### config.mk
export PLATFORM = sky130hd
export DESIGN_NAME = averaged_temperature_alarm_flat
export DESIGN_NICKNAME = d
export VERILOG_FILES = /design/src/ata_pkg.sv /design/src/ata_in_if.sv /design/src/ata_out_if.sv /design/src/ata_cfg.sv /design/src/ata_ring.sv /design/src/ata_div.sv /design/src/averaged_temperature_alarm.sv /design/src/flat_wrapper.sv
export SDC_FILE = /design/constraint.sdc
export NUM_CORES = 1
export LEC_CHECK = 0
export BUFFER_PORTS_ARGS = -buffer_cell sky130_fd_sc_hd__buf_2
export CAP_MARGIN = 40
export CORE_ASPECT_RATIO = 0.5
export CORE_MARGIN = 2
export CORE_UTILIZATION = 50
export CTS_CLUSTER_SIZE = 25
export DETAILED_ROUTE_END_ITERATION = 6
export HOLD_SLACK_MARGIN = 0.08
export PLACE_DENSITY = 0.73
export SETUP_SLACK_MARGIN = 0.5
export SYNTH_ARGS = -nofsm -noshare
export SYNTH_HDL_FRONTEND = slang
export SYNTH_SLANG_ARGS = --single-unit
export TNS_END_PERCENT = 10
### constraint.sdc
create_clock -name clk_i -period 10.5 [get_ports clk_i]
set_input_delay 2.1 -clock clk_i [delete_from_list [all_inputs] [get_ports clk_i]]
set_output_delay 2.1 -clock clk_i [all_outputs]
set_load 0.005 [all_outputs]
### src/ata_pkg.sv
package ata_pkg;

  localparam int unsigned WINDOW_LEN_DEF = 8;

  localparam int unsigned ADC_W    = 10;
  localparam int unsigned TIME_W   = 32;
  localparam int unsigned TEMP_W   = 17;
  localparam int unsigned THR_W    = 17;
  localparam int unsigned PERIOD_W = 16;
  localparam int unsigned LEVEL_W  = 2;

  localparam int unsigned QUO_W      = 16;
  localparam int unsigned STEP_W     = 5;
  localparam int unsigned MEAN_STEPS = ADC_W;

  localparam int unsigned SCALE_MUL = 50000;
  localparam logic signed [TEMP_W-1:0] TEMP_OFFSET = 17'sd5000;

  localparam int unsigned PADDR_W = 4;
  localparam int unsigned PDATA_W = 32;

  localparam logic [THR_W-1:0]    ATTN_RST   = 17'd3500;
  localparam logic [THR_W-1:0]    DANGER_RST = 17'd4200;
  localparam logic [PERIOD_W-1:0] PERIOD_RST = 16'd800;

  typedef enum logic [1:0] {
    REG_ATTN   = 2'd0,
    REG_DANGER = 2'd1,
    REG_PERIOD = 2'd2
  } cfg_reg_e;

  typedef enum logic [LEVEL_W-1:0] {
    LVL_NORMAL = 2'd0,
    LVL_ATTN   = 2'd1,
    LVL_DANGER = 2'd2
  } level_e;

  typedef enum logic [2:0] {
    ST_IDLE,
    ST_SUM,
    ST_MUL,
    ST_TSTART,
    ST_TWAIT,
    ST_MSTART,
    ST_MWAIT,
    ST_EMIT
  } state_e;

  typedef struct packed {
    logic [THR_W-1:0]    attn_thr;
    logic [THR_W-1:0]    danger_thr;
    logic [PERIOD_W-1:0] blink_period;
  } cfg_t;

  typedef struct packed {
    logic              start;
    logic [STEP_W-1:0] steps;
  } div_ctl_t;

endpackage

### src/ata_in_if.sv
interface ata_in_if;
  logic                      valid;
  logic                      ready;
  logic [ata_pkg::ADC_W-1:0]  adc_sample;
  logic [ata_pkg::TIME_W-1:0] time_ms;

  modport source (output valid, output adc_sample, output time_ms, input ready);
  modport sink (input valid, input adc_sample, input time_ms, output ready);
endinterface

### src/ata_out_if.sv
interface ata_out_if;
  logic                              valid;
  logic                              ready;
  logic [ata_pkg::ADC_W-1:0]         mean_adc;
  logic signed [ata_pkg::TEMP_W-1:0] temp_centi;
  logic [ata_pkg::LEVEL_W-1:0]       level;
  logic                              led_on;

  modport source (output valid, output mean_adc, output temp_centi, output level,
                  output led_on, input ready);
  modport sink (input valid, input mean_adc, input temp_centi, input level,
                input led_on, output ready);
endinterface

### src/ata_cfg.sv
module ata_cfg (
  input  logic                         clk_i,
  input  logic                         rst_ni,
  input  logic                         psel,
  input  logic                         penable,
  input  logic                         pwrite,
  input  logic [ata_pkg::PADDR_W-1:0]  paddr,
  input  logic [ata_pkg::PDATA_W-1:0]  pwdata,
  output logic [ata_pkg::PDATA_W-1:0]  prdata,
  output logic                         pready,
  output ata_pkg::cfg_t                cfg_o
);

  ata_pkg::cfg_t    cfg_q;
  ata_pkg::cfg_reg_e reg_sel;
  logic             wr_en;

  assign reg_sel = ata_pkg::cfg_reg_e'(paddr[ata_pkg::PADDR_W-1:2]);
  assign pready  = 1'b1;
  assign wr_en   = psel && penable && pwrite && pready;

  always_ff @(posedge clk_i or negedge rst_ni) begin
    if (!rst_ni) begin
      cfg_q.attn_thr     <= ata_pkg::ATTN_RST;
      cfg_q.danger_thr   <= ata_pkg::DANGER_RST;
      cfg_q.blink_period <= ata_pkg::PERIOD_RST;
    end else if (wr_en) begin
      unique case (reg_sel)
        ata_pkg::REG_ATTN:   cfg_q.attn_thr     <= pwdata[ata_pkg::THR_W-1:0];
        ata_pkg::REG_DANGER: cfg_q.danger_thr   <= pwdata[ata_pkg::THR_W-1:0];
        ata_pkg::REG_PERIOD: cfg_q.blink_period <= pwdata[ata_pkg::PERIOD_W-1:0];
        default: ;
      endcase
    end
  end

  always_comb begin
    unique case (reg_sel)
      ata_pkg::REG_ATTN:
        prdata = {{(ata_pkg::PDATA_W-ata_pkg::THR_W){1'b0}}, cfg_q.attn_thr};
      ata_pkg::REG_DANGER:
        prdata = {{(ata_pkg::PDATA_W-ata_pkg::THR_W){1'b0}}, cfg_q.danger_thr};
      ata_pkg::REG_PERIOD:
        prdata = {{(ata_pkg::PDATA_W-ata_pkg::PERIOD_W){1'b0}}, cfg_q.blink_period};
      default: prdata = '0;
    endcase
  end

  assign cfg_o = cfg_q;

endmodule

### src/ata_ring.sv
module ata_ring #(
  parameter int unsigned WINDOW_LEN = ata_pkg::WINDOW_LEN_DEF
) (
  input  logic                                              clk_i,
  input  logic                                              rst_ni,
  input  logic                                              push_i,
  input  logic [ata_pkg::ADC_W-1:0]                          sample_i,
  output logic [$clog2(WINDOW_LEN+1)-1:0]                    count_o,
  output logic [ata_pkg::ADC_W+$clog2(WINDOW_LEN+1)-1:0]     sum_o,
  output logic                                              done_o
);

  localparam int unsigned CNT_W = $clog2(WINDOW_LEN + 1);
  localparam int unsigned IDX_W = (WINDOW_LEN > 1) ? $clog2(WINDOW_LEN) : 1;
  localparam int unsigned SUM_W = ata_pkg::ADC_W + CNT_W;
  localparam logic [IDX_W-1:0] LAST_SLOT = IDX_W'(WINDOW_LEN - 1);
  localparam logic [CNT_W-1:0] FULL_CNT  = CNT_W'(WINDOW_LEN);

  logic [ata_pkg::ADC_W-1:0] mem [WINDOW_LEN];
  logic [ata_pkg::ADC_W-1:0] rd_data_q;
  logic [IDX_W-1:0]          slot_q;
  logic [CNT_W-1:0]          count_q;
  logic [CNT_W-1:0]          rd_idx_q;
  logic                      run_q;
  logic                      rd_vld_q;
  logic [SUM_W-1:0]          acc_q;
  logic                      rd_more;

  assign rd_more = run_q && (rd_idx_q < count_q);
  assign done_o  = run_q && !rd_more && !rd_vld_q;

  always_ff @(posedge clk_i) begin
    if (push_i) begin
      mem[slot_q] <= sample_i;
    end
    if (rd_more) begin
      rd_data_q <= mem[rd_idx_q[IDX_W-1:0]];
    end
  end

  always_ff @(posedge clk_i or negedge rst_ni) begin
    if (!rst_ni) begin
      slot_q   <= '0;
      count_q  <= '0;
      rd_idx_q <= '0;
      run_q    <= 1'b0;
      rd_vld_q <= 1'b0;
      acc_q    <= '0;
    end else if (push_i) begin
      slot_q   <= (slot_q == LAST_SLOT) ? '0 : slot_q + 1'b1;
      count_q  <= (count_q == FULL_CNT) ? count_q : count_q + 1'b1;
      rd_idx_q <= '0;
      run_q    <= 1'b1;
      rd_vld_q <= 1'b0;
      acc_q    <= '0;
    end else if (run_q) begin
      rd_vld_q <= rd_more;
      if (rd_more) begin
        rd_idx_q <= rd_idx_q + 1'b1;
      end
      if (rd_vld_q) begin
        acc_q <= acc_q + SUM_W'(rd_data_q);
      end
      if (done_o) begin
        run_q <= 1'b0;
      end
    end
  end

  assign count_o = count_q;
  assign sum_o   = acc_q;

  sum_done_has_count: assert property (@(posedge clk_i) disable iff (!rst_ni)
    done_o |-> count_q != '0)
    else $error("sum finished over an empty window");

  read_within_window: assert property (@(posedge clk_i) disable iff (!rst_ni)
    rd_vld_q |-> rd_idx_q <= count_q && rd_idx_q != '0)
    else $error("ring read outside the filled slots");

  push_clears_run: assert property (@(posedge clk_i) disable iff (!rst_ni)
    push_i |=> run_q && acc_q == '0 && rd_idx_q == '0)
    else $error("summation did not restart on push");

endmodule

### src/ata_div.sv
module ata_div #(
  parameter int unsigned DVS_W = ata_pkg::ADC_W + 4
) (
  input  logic                        clk_i,
  input  logic                        rst_ni,
  input  ata_pkg::div_ctl_t           ctl_i,
  input  logic [DVS_W-1:0]            rem_init_i,
  input  logic [ata_pkg::QUO_W-1:0]   bits_i,
  input  logic [DVS_W-1:0]            divisor_i,
  output logic [ata_pkg::QUO_W-1:0]   quotient_o,
  output logic                        done_o
);

  logic [DVS_W-1:0]          rem_q;
  logic [DVS_W-1:0]          dvs_q;
  logic [ata_pkg::QUO_W-1:0] bits_q;
  logic [ata_pkg::QUO_W-1:0] quo_q;
  logic [ata_pkg::STEP_W-1:0] step_q;
  logic                      busy_q;
  logic [DVS_W:0]            trial;
  logic [DVS_W:0]            diff;
  logic                      fits;

  assign trial = {rem_q, bits_q[ata_pkg::QUO_W-1]};
  assign diff  = trial - {1'b0, dvs_q};
  assign fits  = trial >= {1'b0, dvs_q};

  always_ff @(posedge clk_i) begin
    if (ctl_i.start) begin
      rem_q  <= rem_init_i;
      dvs_q  <= divisor_i;
      bits_q <= bits_i;
      quo_q  <= '0;
    end else if (busy_q && step_q != '0) begin
      rem_q  <= fits ? diff[DVS_W-1:0] : trial[DVS_W-1:0];
      bits_q <= {bits_q[ata_pkg::QUO_W-2:0], 1'b0};
      quo_q  <= {quo_q[ata_pkg::QUO_W-2:0], fits};
    end
  end

  always_ff @(posedge clk_i or negedge rst_ni) begin
    if (!rst_ni) begin
      busy_q <= 1'b0;
      step_q <= '0;
    end else if (ctl_i.start) begin
      busy_q <= 1'b1;
      step_q <= ctl_i.steps;
    end else if (busy_q) begin
      if (step_q != '0) begin
        step_q <= step_q - 1'b1;
      end else begin
        busy_q <= 1'b0;
      end
    end
  end

  assign done_o     = busy_q && (step_q == '0);
  assign quotient_o = quo_q;

  done_ends_busy: assert property (@(posedge clk_i) disable iff (!rst_ni)
    done_o && !ctl_i.start |=> !busy_q)
    else $error("divider stayed busy after finishing");

  remainder_below_divisor: assert property (@(posedge clk_i) disable iff (!rst_ni)
    busy_q && step_q != '0 |-> rem_q < dvs_q)
    else $error("partial remainder not below divisor");

  steps_bounded: assert property (@(posedge clk_i) disable iff (!rst_ni)
    ctl_i.start |-> ctl_i.steps <= ata_pkg::STEP_W'(ata_pkg::QUO_W))
    else $error("divider asked for more steps than quotient bits");

endmodule

### src/averaged_temperature_alarm.sv
// Averaged temperature alarm.
// Input channel sample_i (valid/ready) carries one 10-bit converter reading and a
// millisecond timestamp per beat. Output channel result_o carries, per input beat,
// the truncated mean over the filled window slots, the temperature in hundredths
// of a degree Celsius (floored), the alarm level and the LED drive.
// Thresholds and the blink period sit behind an APB port (psel/penable/pwrite,
// one register every 4 bytes); write them only while no beat is in flight.
// One beat is handled at a time: sample_i.ready is high only in idle.
// A beat passes through one ring read per filled slot, one multiply, then one
// shared restoring divider running 16 steps for the temperature and 10 steps
// for the mean. The next beat is taken in the first cycle its predecessor's
// result can leave.
// A finished result waits in the output register; the next beat is taken
// meanwhile and its result is held until result_o.ready frees the register.
// Reset empties the window, loads the default thresholds (35.00 C, 42.00 C)
// and blink period (800 ms), and turns the LED off.
module averaged_temperature_alarm #(
  parameter int unsigned WINDOW_LEN = ata_pkg::WINDOW_LEN_DEF
) (
  input  logic                        clk_i,
  input  logic                        rst_ni,
  ata_in_if.sink                      sample_i,
  ata_out_if.source                   result_o,
  input  logic                        psel,
  input  logic                        penable,
  input  logic                        pwrite,
  input  logic [ata_pkg::PADDR_W-1:0] paddr,
  input  logic [ata_pkg::PDATA_W-1:0] pwdata,
  output logic [ata_pkg::PDATA_W-1:0] prdata,
  output logic                        pready
);

  localparam int unsigned CNT_W = $clog2(WINDOW_LEN + 1);
  localparam int unsigned SUM_W = ata_pkg::ADC_W + CNT_W;
  localparam int unsigned SCL_W = SUM_W + ata_pkg::QUO_W;

  ata_pkg::cfg_t     cfg;
  ata_pkg::state_e   state_q, state_d;
  ata_pkg::div_ctl_t div_ctl;
  ata_pkg::level_e   level;

  logic                       accept;
  logic                       out_free;
  logic                       emit;
  logic [CNT_W-1:0]           count;
  logic [SUM_W-1:0]           ring_sum;
  logic                       sum_done;
  logic [SUM_W-1:0]           sum_q;
  logic [SCL_W-1:0]           scaled_q;
  logic [SUM_W-1:0]           big_dvs_q;
  logic [ata_pkg::TIME_W-1:0] time_q;
  logic [ata_pkg::QUO_W-1:0]  quo_t_q;
  logic [ata_pkg::QUO_W-1:0]  quotient;
  logic                       div_done;
  logic [SUM_W-1:0]           rem_init;
  logic [ata_pkg::QUO_W-1:0]  div_bits;
  logic [SUM_W-1:0]           divisor;

  logic signed [ata_pkg::TEMP_W-1:0] temp;
  logic [ata_pkg::TIME_W-1:0]        elapsed;
  logic                              toggle;
  logic                              led_d;
  logic                              phase_q, led_q;
  logic [ata_pkg::TIME_W-1:0]        last_q;

  logic                              out_valid_q;
  logic [ata_pkg::ADC_W-1:0]         out_mean_q;
  logic signed [ata_pkg::TEMP_W-1:0] out_temp_q;
  ata_pkg::level_e                   out_level_q;
  logic                              out_led_q;

  ata_cfg u_cfg (
    .clk_i   (clk_i),
    .rst_ni  (rst_ni),
    .psel    (psel),
    .penable (penable),
    .pwrite  (pwrite),
    .paddr   (paddr),
    .pwdata  (pwdata),
    .prdata  (prdata),
    .pready  (pready),
    .cfg_o   (cfg)
  );

  ata_ring #(.WINDOW_LEN(WINDOW_LEN)) u_ring (
    .clk_i    (clk_i),
    .rst_ni   (rst_ni),
    .push_i   (accept),
    .sample_i (sample_i.adc_sample),
    .count_o  (count),
    .sum_o    (ring_sum),
    .done_o   (sum_done)
  );

  ata_div #(.DVS_W(SUM_W)) u_div (
    .clk_i      (clk_i),
    .rst_ni     (rst_ni),
    .ctl_i      (div_ctl),
    .rem_init_i (rem_init),
    .bits_i     (div_bits),
    .divisor_i  (divisor),
    .quotient_o (quotient),
    .done_o     (div_done)
  );

  assign accept   = sample_i.valid && sample_i.ready;
  assign out_free = !out_valid_q || result_o.ready;

  always_comb begin
    state_d = state_q;
    unique case (state_q)
      ata_pkg::ST_IDLE:   if (accept) state_d = ata_pkg::ST_SUM;
      ata_pkg::ST_SUM:    if (sum_done) state_d = ata_pkg::ST_MUL;
      ata_pkg::ST_MUL:    state_d = ata_pkg::ST_TSTART;
      ata_pkg::ST_TSTART: state_d = ata_pkg::ST_TWAIT;
      ata_pkg::ST_TWAIT:  if (div_done) state_d = ata_pkg::ST_MSTART;
      ata_pkg::ST_MSTART: state_d = ata_pkg::ST_MWAIT;
      ata_pkg::ST_MWAIT:  if (div_done) state_d = ata_pkg::ST_EMIT;
      ata_pkg::ST_EMIT:   if (out_free) state_d = ata_pkg::ST_IDLE;
      default:            state_d = ata_pkg::ST_IDLE;
    endcase
  end

  always_comb begin
    sample_i.ready = 1'b0;
    div_ctl        = '0;
    emit           = 1'b0;
    rem_init       = scaled_q[SCL_W-1:ata_pkg::QUO_W];
    div_bits       = scaled_q[ata_pkg::QUO_W-1:0];
    divisor        = big_dvs_q;
    unique case (state_q)
      ata_pkg::ST_IDLE: sample_i.ready = 1'b1;
      ata_pkg::ST_TSTART: begin
        div_ctl.start = 1'b1;
        div_ctl.steps = ata_pkg::STEP_W'(ata_pkg::QUO_W);
      end
      ata_pkg::ST_MSTART: begin
        div_ctl.start = 1'b1;
        div_ctl.steps = ata_pkg::STEP_W'(ata_pkg::MEAN_STEPS);
      end
      ata_pkg::ST_EMIT: emit = out_free;
      default: ;
    endcase
    if (state_q == ata_pkg::ST_MSTART) begin
      rem_init = {{ata_pkg::ADC_W{1'b0}}, sum_q[SUM_W-1:ata_pkg::ADC_W]};
      div_bits = {sum_q[ata_pkg::ADC_W-1:0], {(ata_pkg::QUO_W-ata_pkg::ADC_W){1'b0}}};
      divisor  = {{ata_pkg::ADC_W{1'b0}}, count};
    end
  end

  always_ff @(posedge clk_i or negedge rst_ni) begin
    if (!rst_ni) begin
      state_q <= ata_pkg::ST_IDLE;
    end else begin
      state_q <= state_d;
    end
  end

  always_ff @(posedge clk_i) begin
    if (accept) begin
      time_q <= sample_i.time_ms;
    end
    if (state_q == ata_pkg::ST_SUM && sum_done) begin
      sum_q <= ring_sum;
    end
    if (state_q == ata_pkg::ST_MUL) begin
      scaled_q  <= SCL_W'(sum_q) * SCL_W'(ata_pkg::SCALE_MUL);
      big_dvs_q <= {count, {ata_pkg::ADC_W{1'b0}}} - {{ata_pkg::ADC_W{1'b0}}, count};
    end
    if (state_q == ata_pkg::ST_TWAIT && div_done) begin
      quo_t_q <= quotient;
    end
  end

  assign temp    = $signed({1'b0, quo_t_q}) - ata_pkg::TEMP_OFFSET;
  assign elapsed = time_q - last_q;
  assign toggle  = (level == ata_pkg::LVL_ATTN) &&
                   (elapsed >= {{(ata_pkg::TIME_W-ata_pkg::PERIOD_W){1'b0}},
                                cfg.blink_period});

  always_comb begin
    priority if (temp >= $signed(cfg.danger_thr)) begin
      level = ata_pkg::LVL_DANGER;
    end else if (temp >= $signed(cfg.attn_thr)) begin
      level = ata_pkg::LVL_ATTN;
    end else begin
      level = ata_pkg::LVL_NORMAL;
    end
  end

  always_comb begin
    unique case (level)
      ata_pkg::LVL_DANGER: led_d = 1'b1;
      ata_pkg::LVL_ATTN:   led_d = toggle ? !phase_q : led_q;
      default:             led_d = 1'b0;
    endcase
  end

  always_ff @(posedge clk_i or negedge rst_ni) begin
    if (!rst_ni) begin
      phase_q     <= 1'b0;
      led_q       <= 1'b0;
      last_q      <= '0;
      out_valid_q <= 1'b0;
    end else begin
      if (emit) begin
        led_q       <= led_d;
        out_valid_q <= 1'b1;
        if (toggle) begin
          phase_q <= !phase_q;
          last_q  <= time_q;
        end
      end else if (result_o.ready) begin
        out_valid_q <= 1'b0;
      end
    end
  end

  always_ff @(posedge clk_i) begin
    if (emit) begin
      out_mean_q  <= quotient[ata_pkg::ADC_W-1:0];
      out_temp_q  <= temp;
      out_level_q <= level;
      out_led_q   <= led_d;
    end
  end

  assign result_o.valid      = out_valid_q;
  assign result_o.mean_adc   = out_mean_q;
  assign result_o.temp_centi = out_temp_q;
  assign result_o.level      = out_level_q;
  assign result_o.led_on     = out_led_q;

  danger_lights_led: assert property (@(posedge clk_i) disable iff (!rst_ni)
    result_o.valid && result_o.level == ata_pkg::LVL_DANGER |-> result_o.led_on)
    else $error("danger result with LED off");

  normal_darkens_led: assert property (@(posedge clk_i) disable iff (!rst_ni)
    result_o.valid && result_o.level == ata_pkg::LVL_NORMAL |-> !result_o.led_on)
    else $error("normal result with LED on");

  accept_starts_sum: assert property (@(posedge clk_i) disable iff (!rst_ni)
    accept |=> state_q == ata_pkg::ST_SUM)
    else $error("accepted beat did not start summation");

  emit_fills_output: assert property (@(posedge clk_i) disable iff (!rst_ni)
    emit |=> out_valid_q && state_q == ata_pkg::ST_IDLE && out_led_q == led_q)
    else $error("result not registered on emit");

endmodule
### src/flat_wrapper.sv
// flat-port wrapper written by rule: the top's interface ports become plain ports
module averaged_temperature_alarm_flat 
#(
  parameter int unsigned WINDOW_LEN = ata_pkg::WINDOW_LEN_DEF
)
  (clk_i, rst_ni, psel, penable, pwrite, paddr, pwdata, prdata, pready, sample_i_valid, sample_i_adc_sample, sample_i_time_ms, sample_i_ready, result_o_valid, result_o_mean_adc, result_o_temp_centi, result_o_level, result_o_led_on, result_o_ready);
  ata_in_if sample_i_i ();
  ata_out_if result_o_i ();
  input  logic clk_i;
  input  logic rst_ni;
  input  logic psel;
  input  logic penable;
  input  logic pwrite;
  input  logic [ata_pkg::PADDR_W-1:0] paddr;
  input  logic [ata_pkg::PDATA_W-1:0] pwdata;
  output logic [ata_pkg::PDATA_W-1:0] prdata;
  output logic pready;
  input wire logic [$bits(sample_i_i.valid)-1:0] sample_i_valid;
  input wire logic [$bits(sample_i_i.adc_sample)-1:0] sample_i_adc_sample;
  input wire logic [$bits(sample_i_i.time_ms)-1:0] sample_i_time_ms;
  output wire logic [$bits(sample_i_i.ready)-1:0] sample_i_ready;
  output wire logic [$bits(result_o_i.valid)-1:0] result_o_valid;
  output wire logic [$bits(result_o_i.mean_adc)-1:0] result_o_mean_adc;
  output wire logic [$bits(result_o_i.temp_centi)-1:0] result_o_temp_centi;
  output wire logic [$bits(result_o_i.level)-1:0] result_o_level;
  output wire logic [$bits(result_o_i.led_on)-1:0] result_o_led_on;
  input wire logic [$bits(result_o_i.ready)-1:0] result_o_ready;
  assign sample_i_i.valid = sample_i_valid;
  assign sample_i_i.adc_sample = sample_i_adc_sample;
  assign sample_i_i.time_ms = sample_i_time_ms;
  assign sample_i_ready = sample_i_i.ready;
  assign result_o_valid = result_o_i.valid;
  assign result_o_mean_adc = result_o_i.mean_adc;
  assign result_o_temp_centi = result_o_i.temp_centi;
  assign result_o_level = result_o_i.level;
  assign result_o_led_on = result_o_i.led_on;
  assign result_o_i.ready = result_o_ready;
  averaged_temperature_alarm #(.WINDOW_LEN(WINDOW_LEN)) u_core (.clk_i(clk_i), .rst_ni(rst_ni), .sample_i(sample_i_i), .result_o(result_o_i), .psel(psel), .penable(penable), .pwrite(pwrite), .paddr(paddr), .pwdata(pwdata), .prdata(prdata), .pready(pready));
endmodule
After elaboration in Yosys (flattened, before gate mapping)
Memories as Yosys holds them, arrays and structs flattened. A register that Yosys moved wholly into a read port is not among the register bits.
Cells that the tools add are included.
- bitwise gates (word level): 1
- multiply operators: 1
- $add $sub $neg: 9
- magnitude comparators: 5
- reductions and logical operators: 36
- equal/unequal tests: 18
- multiplexer cells: 44
- operator list (cell ; count):
    $mux 14 ; 7
    $pmux 17 s3 ; 1
    $mux 16 ; 3
    $ge 17x17->1 ; 2
    $ge 32x16->1 ; 1
    $sub 32x32->32 ; 1
    $mul 14x12->26 const B ; 1
    $pmux 3 s8 ; 1
    $mux 3 ; 6
    $sub 16x13->17 const B ; 1
    $mux 1 ; 16
    $mux 4 ; 4
    $reduce_and 2->1 ; 8
    $eq 3x3->1 const B ; 5
    $ge 15x14->1 ; 1
    $mux 5 ; 3
    $add 14x10->14 ; 1
    $reduce_bool 2->1 ; 7
    $sub 14x14->14 ; 1
    $sub 14x4->14 ; 1
    $pmux 6 s2 ; 1
    $logic_and 1x1->1 ; 11
    $ne 2x1->1 const B ; 5
    $add 4x1->4 const B ; 2
    other kinds (18) ; 24
- word-level logic and storage cells: 145
- bits of input ports: 85
- register bits: 313
- RAM bits: 80
- memories kept: 1
- memory list (name ; words ; width ; rd ports ; clocked after memory_dff ; wr ports ; line ; text):
    u_core.u_ring.mem ; 8 ; 10 ; 1 ; 1 ; 1 ; ata_ring.sv:19 ; logic [ata_pkg::ADC_W-1:0] mem [WINDOW_LEN];

Logic depth before layout (Yosys ltp)
Gate-level depths: netlist of run 1.
- depth after elaboration: 8
- mapped depth: 23
- gate-level depth less buffers: 22

Hierarchy
From an unflattened synthesis of run 1, not the netlist that was laid out.
- cells, all modules: 1969
- area total of the unflattened synthesis: 23277.3 um^2
- modules (own cells, without submodules) (module ; area an instance (um^2) ; seq. area each (um^2) ; times used ; cells each):
    averaged_temperature_alarm ; 12370.6 ; 4824.6 ; 1 ; 1161
    ata_ring ; 5092.4 ; 3378.2 ; 1 ; 311
    ata_div ; 3420.8 ; 1791.7 ; 1 ; 314
    ata_cfg ; 2393.5 ; 1268.7 ; 1 ; 183

Worst setup path after synthesis of run 1
No wires, ideal clock.
- path kind: input-to-output
- from: in paddr[2] (netlist bit)
- to: out prdata[10] (netlist bit)
- setup slack: 5.104 ns
- cell stages on the path: 4
- arrival: 3.296 ns
- buffers on the path: 2
- cell sequence: buf_1 > clkbuf_1 > mux2i_1 > o21ai_0
- cells in the longest elaborated chain, start to end: 2
- ends and longest elaborated chain (element ; line ; text):
    start: declaration ; flat_wrapper.sv:14 ; input logic [ata_pkg::PADDR_W-1:0] paddr;
    $eq 2x2->1, or another cell as far along ; ata_cfg.sv:38 ; unique case (reg_sel)
    $pmux 17 s3 * ; ata_cfg.sv:38 ;
    end: declaration ; flat_wrapper.sv:16 ; output logic [ata_pkg::PDATA_W-1:0] prdata;
Mark *: on every way between the ends. The rest lies on a longest branch, timed or not.

Final worst setup path of run 1
- from: reg u_core.last_q[0] (netlist bit)
- to: reg u_core.last_q[23] (netlist bit)
- cells in the longest elaborated chain, start to end: 4
- ends and longest elaborated chain (element ; line ; text):
    start: declaration ; averaged_temperature_alarm.sv:64 ; logic [ata_pkg::TIME_W-1:0] last_q;
    start signal: assignment ; averaged_temperature_alarm.sv:211 ; last_q <= time_q;
    $sub 32x32->32 ; averaged_temperature_alarm.sv:176 ; assign elapsed = time_q - last_q;
    $ge 32x16->1 ; averaged_temperature_alarm.sv:178 ; (elapsed >= {{(ata_pkg::TIME_W-ata_pkg::PERIOD_W){1'b0}},
    $logic_and 1x1->1 ; averaged_temperature_alarm.sv:177 ; assign toggle = (level == ata_pkg::LVL_ATTN) &&
    $reduce_and 2->1 (no line) ; - ;
Every way passes these cells.
A chain may end at the register's enable or synchronous reset.

==> run_results.csv, run 1 <==
group,metric,value,unit
worst_setup_path,r2r_start,"u_core.last_q[0]",
clock_tree,cts.sinks,393,
sta,rsz0062_at_grt,"no",
yosys,seq_area_frac_synth,49.4,%
sta,max_freq,0.173,GHz
yosys,synth_cell_types,76,
grt,grt_start_max_net_pins,59,
min_path,min_from,"u_core.u_div.quotient_o[15]",
clock_tree,cts_resized,0,
floorplan,fp.dieW,303,µm
sta,finalHoldViolCount,0,
floorplan,ioPinCount,150,
final_layout,multiInputGateArea,0.0102,mm²
yosys,yosysWarningCount,0,
sta,slew_violations,0,
clock_tree,cts-buffers-inserted,38,
grt,grt.total_usage,20.4,%
routing,wl_per_cell,17.6,µm
place,port_buffers,116,
clock_tree,clk_path_buf_depth,3,
worst_setup_path,end_kind,"flip-flop",
routing,first_iter_violations,867,
yosys,yosys.area.top_type,"edfxtp_1",
pwr,pwr-share-seq,34.1,%
pwr,power_density,290,mW/mm²
worst_setup_path,start_kind,"flip-flop",
final_layout,layout_commonest_cell,"edfxtp_1",
yosys,synth.avg_cell_area,11.5,µm²
clock_tree,cts_tree,"built",
clock_tree,htreeDepth,2,
final_layout,drive_above_1_share,15.4,%
pwr,p_int,4.40,mW
sta,relSlewSlack,46.2,%
routing,avgViaCountPerCell,5.46,
routing,first_pass_iters,5,
sta,fin_crit,5.77,ns
worst_setup_path,reg2reg_setup_slack,4.73,ns
worst_setup_path,crit_start,"u_core.last_q[0]",
clock_tree,clock-root-buffer,"clkbuf_16",
routing,vias,14684,
pwr,swShare,38.9,%
yosys,synth-seq-cells,393,
grt,overflow,0,
clock_tree,clk-insertion-delay-late,0.56,ns
sta,setup_tns,0,ns
grt,antenna_found_initial,1,
routing,wirelength,47400,µm
pwr,cellLeakagePower,10.7,nW
sta,tightestPinTransition,0.805,ns
final_layout,finalNetCount,2408,
sta,skew,0.0174,ns
sta,fin_crit_sh,54.9,%
routing,postRouteAntennaNets,0,
final_layout,fillers,3528,
yosys,synth_top_area_share,34.4,%
yosys,syn-cell-area,0.0224,mm²
clock_tree,postCtsSetupBuffers,0,
min_path,holdCritPathClass,"reg2reg",
worst_setup_path,critPathKind,"reg2reg",
floorplan,die_area,0.0466,mm²
final_layout,stdcell_area,0.0249,mm²
final_layout,areaGrowthSynthToFinish,11.2,%
sta,setup_viol,0,
pwr,ir_drop,0.000138,V
grt,grt_pass1_vias,14747,
yosys,async_reset_ff_share,30.8,%
worst_setup_path,crit_arrival,6.21,ns
flow_run,cap_viol_max_count,0,
routing,remaining_drc_errors,0,
pwr,p_switching,2.81,mW
clock_tree,clk_pin_slew,0.07,ns
place,globalplace.congestion,0.904,
floorplan,rows,54,
final_layout,regArea,0.0111,mm²
clock_tree,hold_buffers,0,
pwr,clkPwrFrac,18.9,%
grt,grt_pass1_wl,75700,µm
final_layout,final_cell_mix,"edfxtp_1, ha_1, inv_1, nand2_1, o21ai_0",
yosys,synth_edf_count,256,
yosys,synth_flop_cell,"edfxtp_1",
status,status,"completed",
place,placed_area,0.0236,mm²
floorplan,die_h,154,µm
floorplan,initial_utilization,51.0,%
floorplan,core,0.0438,mm²
worst_setup_path,crit_fanout,30,
place,dp_hpwl,34600,µm
worst_setup_path,required,10.94,ns
yosys,synth_cells,1952,
pwr,comb_power_share,47.0,%
yosys,ys_top_cells_by_area,"edfxtp_1, dfrtp_1, ha_1",
## final timing paths
kind,endpoint,cells after the start
hold / removal,u_core.quo_t_q[15],0
setup reg to reg,u_core.last_q[23],22
max in group asynchronous,u_core.u_cfg.cfg_o[5],3
hold reg to reg,u_core.quo_t_q[15],0
setup / recovery,u_core.last_q[23],22
min in group asynchronous,u_core.last_q[25],1
## metrics by stage
step / util (%) / cells / power, mW / hold slack (ns) / worst slack (ns)
after CTS: 56.7 / 2688 / 7.25 / 0.435 / 4.73
after floorplan: - / 1966 / 5.01 / 0.408 / 5.10
after global routing: 56.7 / 2689 / 7.78 / 0.440 / 4.47
after global placement: 53.7 / 2610 / 5.75 / 0.414 / 4.55
final: 56.7 / 2690 / 7.21 / 0.437 / 4.73
after detailed placement: 53.9 / 2618 / 5.85 / 0.418 / 4.75
## flip-flops by register name, indices dropped and copies added (netlist names), 16 cells and up
register,flops
u_core.u_div.quotient_o,16
u_core.last_q,32
u_core.u_cfg.cfg_o,50
u_core.scaled_q,26
u_core.quo_t_q,16
u_core.u_ring.mem,80
u_core.result_o.temp_centi,17
u_core.time_q,32
## Yosys cell counts, types with 4 or more instances
cell type and number:
edfxtp_1 256, ha_1 214, inv_1 204, nand2_1 189, o21ai_0 122, dfrtp_1 107
a21oi_1 105, nor2_1 93, clkbuf_1 53, xnor2_1 45, fa_1 39, a21o_1 36
mux2_2 36, mux2i_1 32, xor2_1 31, nor3_1 30, mux2_4 28, nand3_1 28
nand4_1 24, nor2b_1 23, mux4_2 20, nand2b_1 19, buf_4 16, dfxtp_1 16
a22oi_1 15, dfstp_2 14, and2_1 13, o21a_1 12, o31ai_1 11, a211oi_1 10
nor4_1 8, o211ai_1 7, a21boi_0 5, a31oi_1 5, and3_1 5, buf_1 5
buf_6 5, nor3b_1 5, or3_1 5, a31o_2 4, and4_1 4
## cell families after synthesis
family	share of synthesized area [%]
compound gates	10.0
simple gates	9.73
flops	49.4
buf+inv	5.22
xor+xnor	2.98
mux	7.14
fa+ha+maj	15.5
other cells	0.0336
## worst max-delay path, stage by stage (launching register included)
cell and delay [ns]:
dfrtp_1 0.39, ha_1 0.23, fa_1 0.41, nand2b_1 0.18, a21o_1 0.22, nand2_1 0.11
nor3_1 0.06, or3_1 0.38, nand3_1 0.09, a21oi_1 0.08, xnor2_1 0.18, ha_1 0.25
nand4_1 0.12, a21oi_1 0.06, or4_1 0.48, a2111oi_2 0.36, nand4_1 0.15, nor4_2 0.14
nand4_1 0.20, a2111oi_4 0.60, nor4_4 0.17, buf_4 0.36, mux2_4 0.37
## layout make-up
cell class / instances / area share [%]
diodes: 2 / 0.0201
repair buffers: 144 / 3.32
flip-flops and latches: 393 / 44.4
clock inverters: 24 / 1.01
clock buffers: 46 / 3.98
well taps: 588 / 2.96
multi-input cells: 1288 / 41.2
inverters: 205 / 3.09
## routing by layer
metal  vias to the layer above  GRT usage, %  part of all wire (%)
li1                       7153             -                     -
met1                      7169          26.7                    43
met2                       291          36.0                    50
met3                        71          2.85                   4.3
met4                         0          5.07                   2.0
met5                         -             0                     0
## power groups by stage
stage	clock network [mW]	registers, mW	logic, mW
floorplan	0	2.40	2.61
global placement	0	2.47	3.28
detailed placement	0	2.48	3.37
CTS	1.39	2.46	3.40
global route	1.45	2.50	3.82
finish	1.36	2.46	3.39
No activity file was read; power rests on OpenSTA's default activity.
==> run 2, diff against run 1 <==
Clock period 10.5 ns to 5.95 ns, I/O delays scaled along.
==> run 2 against run 1 <==
Compared with the run above: wire length decreased by 0.81%; critical endpoint is now u_core.scaled_q[27]; largest cell class unchanged; highest routed layer unchanged; fmax increased by 11%; via count increased by 0.18%; final cell count increased by 0.15%; non-clock buffer count increased by 8; sequential power increased by 76%.
==> run_results.csv, run 2 (synthesized netlist as in run 1, its figures left out) <==
group,metric,value,unit
status,status,"completed",
floorplan,rows,54,
floorplan,core,0.0438,mm²
final_layout,post-route-util,57.1,%
routing,top_layer,"met4",
sta,tightestPinTransition,0.791,ns
clock_tree,clk_path_buf_depth,3,
clock_tree,htreeDepth,2,
clock_tree,clk_pin_slew,0.07,ns
worst_setup_path,start_kind,"flip-flop",
place,dp_hpwl,33900,µm
routing,first_iter_violations,1132,
grt,overflow,0,
worst_setup_path,crit_arrival,5.50,ns
worst_setup_path,critPathKind,"reg2reg",
sta,fin_crit,5.20,ns
floorplan,initial_utilization,51.0,%
routing,met1Wirelength,20800,µm
final_layout,final_cell_mix,"edfxtp_1, ha_1, inv_1, nand2_1, o21ai_0",
final_layout,top_register,"u_core.u_ring.mem",
pwr,comb_power_share,47.2,%
place,pre_cts_ws,0.370,ns
min_path,min_from,"u_core.u_div.quotient_o[15]",
final_layout,multiInputGateArea,0.0103,mm²
floorplan,ioPinCount,150,
sta,relSlewSlack,47.2,%
worst_setup_path,worstPathCellList,"ha_1 > ha_1 > fa_1 > ha_1 > inv_1 > fa_1 > inv_1 > ha_1 > nor2b_1 > o21ai_0 > a21boi_1 > o2111ai_2 > a21oi_1 > o31ai_2 > o21ai_0 > a21oi_1 > o21bai_1 > a21oi_1 > xnor2_1",
clock_tree,clock-root-buffer,"clkbuf_16",
grt,grt_start_max_net_pins,59,
routing,wirelength,47000,µm
sta,setup_tns,0,ns
final_layout,fillers,3549,
routing,first_pass_iters,5,
sta,rsz0062_at_grt,"yes",
worst_setup_path,r2r_start,"u_core.sum_q[1]",
routing,met2_length,23300,µm
sta,timing.hold.ws,0.428,ns
grt,grt_pass1_wl,74400,µm
clock_tree,clk-insertion-delay-late,0.56,ns
final_layout,areaGrowthSynthToFinish,11.9,%
routing,vias,14710,
worst_setup_path,cpPeakStageDelay,0.54,ns
clock_tree,cts_tree,"built",
flow_run,cap_viol_max_count,0,
routing,remaining_drc_errors,0,
pwr,cellLeakagePower,10.7,nW
routing,postRouteAntennaNets,0,
pwr,power.total,12.9,mW
sta,slew_violations,0,
place,placed_area,0.0236,mm²
pwr,ir_drop,0.000317,V
final_layout,largest_reg_flops,80,
final_layout,stdcell_area,0.0250,mm²
sta,fin_ws,0.746,ns
sta,skew,0.0216,ns
sta,fin_crit_sh,87.5,%
final_layout,final_cells,2694,
clock_tree,cts-buffers-inserted,37,
grt,antenna_found_initial,1,
sta,max_freq,0.192,GHz
place,place_inst,2618,
floorplan,fp.dieW,303,µm
pwr,pwr-share-seq,33.8,%
place,globalplace.congestion,0.900,
final_layout,regArea,0.0111,mm²
routing,avgViaCountPerCell,5.46,
worst_setup_path,required,6.24,ns
pwr,power_density,513,mW/mm²
floorplan,die_h,154,µm
routing,wl_per_cell,17.4,µm
worst_setup_path,crit_start,"u_core.sum_q[1]",
sta,setup_viol,0,
floorplan,die_area,0.0466,mm²
routing,wl_met3,1920,µm
min_path,holdCritPathClass,"reg2reg",
worst_setup_path,crit_top_cell,"ha_1",
grt,grt_pass1_vias,14204,
worst_setup_path,worst_path_max_delay_cell,"fa_1",
sta,finalHoldViolCount,0,
pwr,p_int,7.88,mW
final_layout,layout_commonest_cell,"edfxtp_1",
final_layout,drive_above_1_share,16.1,%
pwr,swShare,38.7,%
clock_tree,cts.sinks,393,
pwr,clkPwrFrac,19.1,%
pwr,p_switching,4.97,mW
final_layout,finalNetCount,2415,
grt,grt.total_usage,19.9,%
worst_setup_path,crit_fanout,5,
worst_setup_path,end_kind,"flip-flop",
place,port_buffers,116,
run 2: changes by cell type in the layout (fill, tap and decap cells not counted), sizes merged:
cell,change
buf,+7
bufinv,+2
clkbuf,+1
clkinv,-2
clkinvlp,-4
diode,-1
inv,+1
run 2: critical path, delay by kind of cell, from the launching register on:
kind                       cells  cell delay, ns
xor gates and xnor gates       1            0.08
DFF                            1            0.50
adders and majority gates      6            2.22
buffers and inverters          2            0.10
and+or+nand+nor                1            0.14
AOI/OAI and AO/OA              9            1.92
run 2: worst paths after layout:
kind,slack [ns],to,depth (start not counted)
min,0.43,u_core.quo_t_q[15],0
min in group asynchronous,0.57,u_core.last_q[25],1
max in group asynchronous,4.09,u_core.u_ring.sum_o[6],3
min reg2reg,0.43,u_core.quo_t_q[15],0
max reg2reg,0.75,u_core.scaled_q[27],19
max,0.75,u_core.scaled_q[27],19
run 2: cell type report:
cell class | instances | share of cell area [%]
sequential | 393 | 44.2
timing repair buffer | 152 | 3.73
multi-input combinational | 1288 | 41.1
inverter | 205 | 3.07
antenna | 1 | 0.0100
clock inverter | 21 | 1.11
clock buffer | 46 | 3.87
tap | 588 | 2.94
run 2: metal layers:
layer / track usage (%) / vias to the layer above
met4: 4.34 / 0
li1: - / 7156
met3: 3.04 / 64
met5: 0 / -
met1: 26.7 / 7223
met2: 34.4 / 267
run 2: power by group through the flow:
stage / sequential (mW) / combinational [mW] / clock (mW)
4_1_cts: 4.34 / 5.99 / 2.50
2_1_floorplan: 4.23 / 4.60 / 0
5_1_grt: 4.42 / 6.82 / 2.60
6_report: 4.34 / 6.06 / 2.45
3_3_place_gp: 4.37 / 5.76 / 0
3_5_place_dp: 4.38 / 5.93 / 0
run 2: what timing repair did:
action,in CTS,in global routing
setup endpoints to repair,32,40
buffers inserted,2,3
resized for setup,1,17
cloned,0,3
pin swaps,1,8
hold buffers,0,0
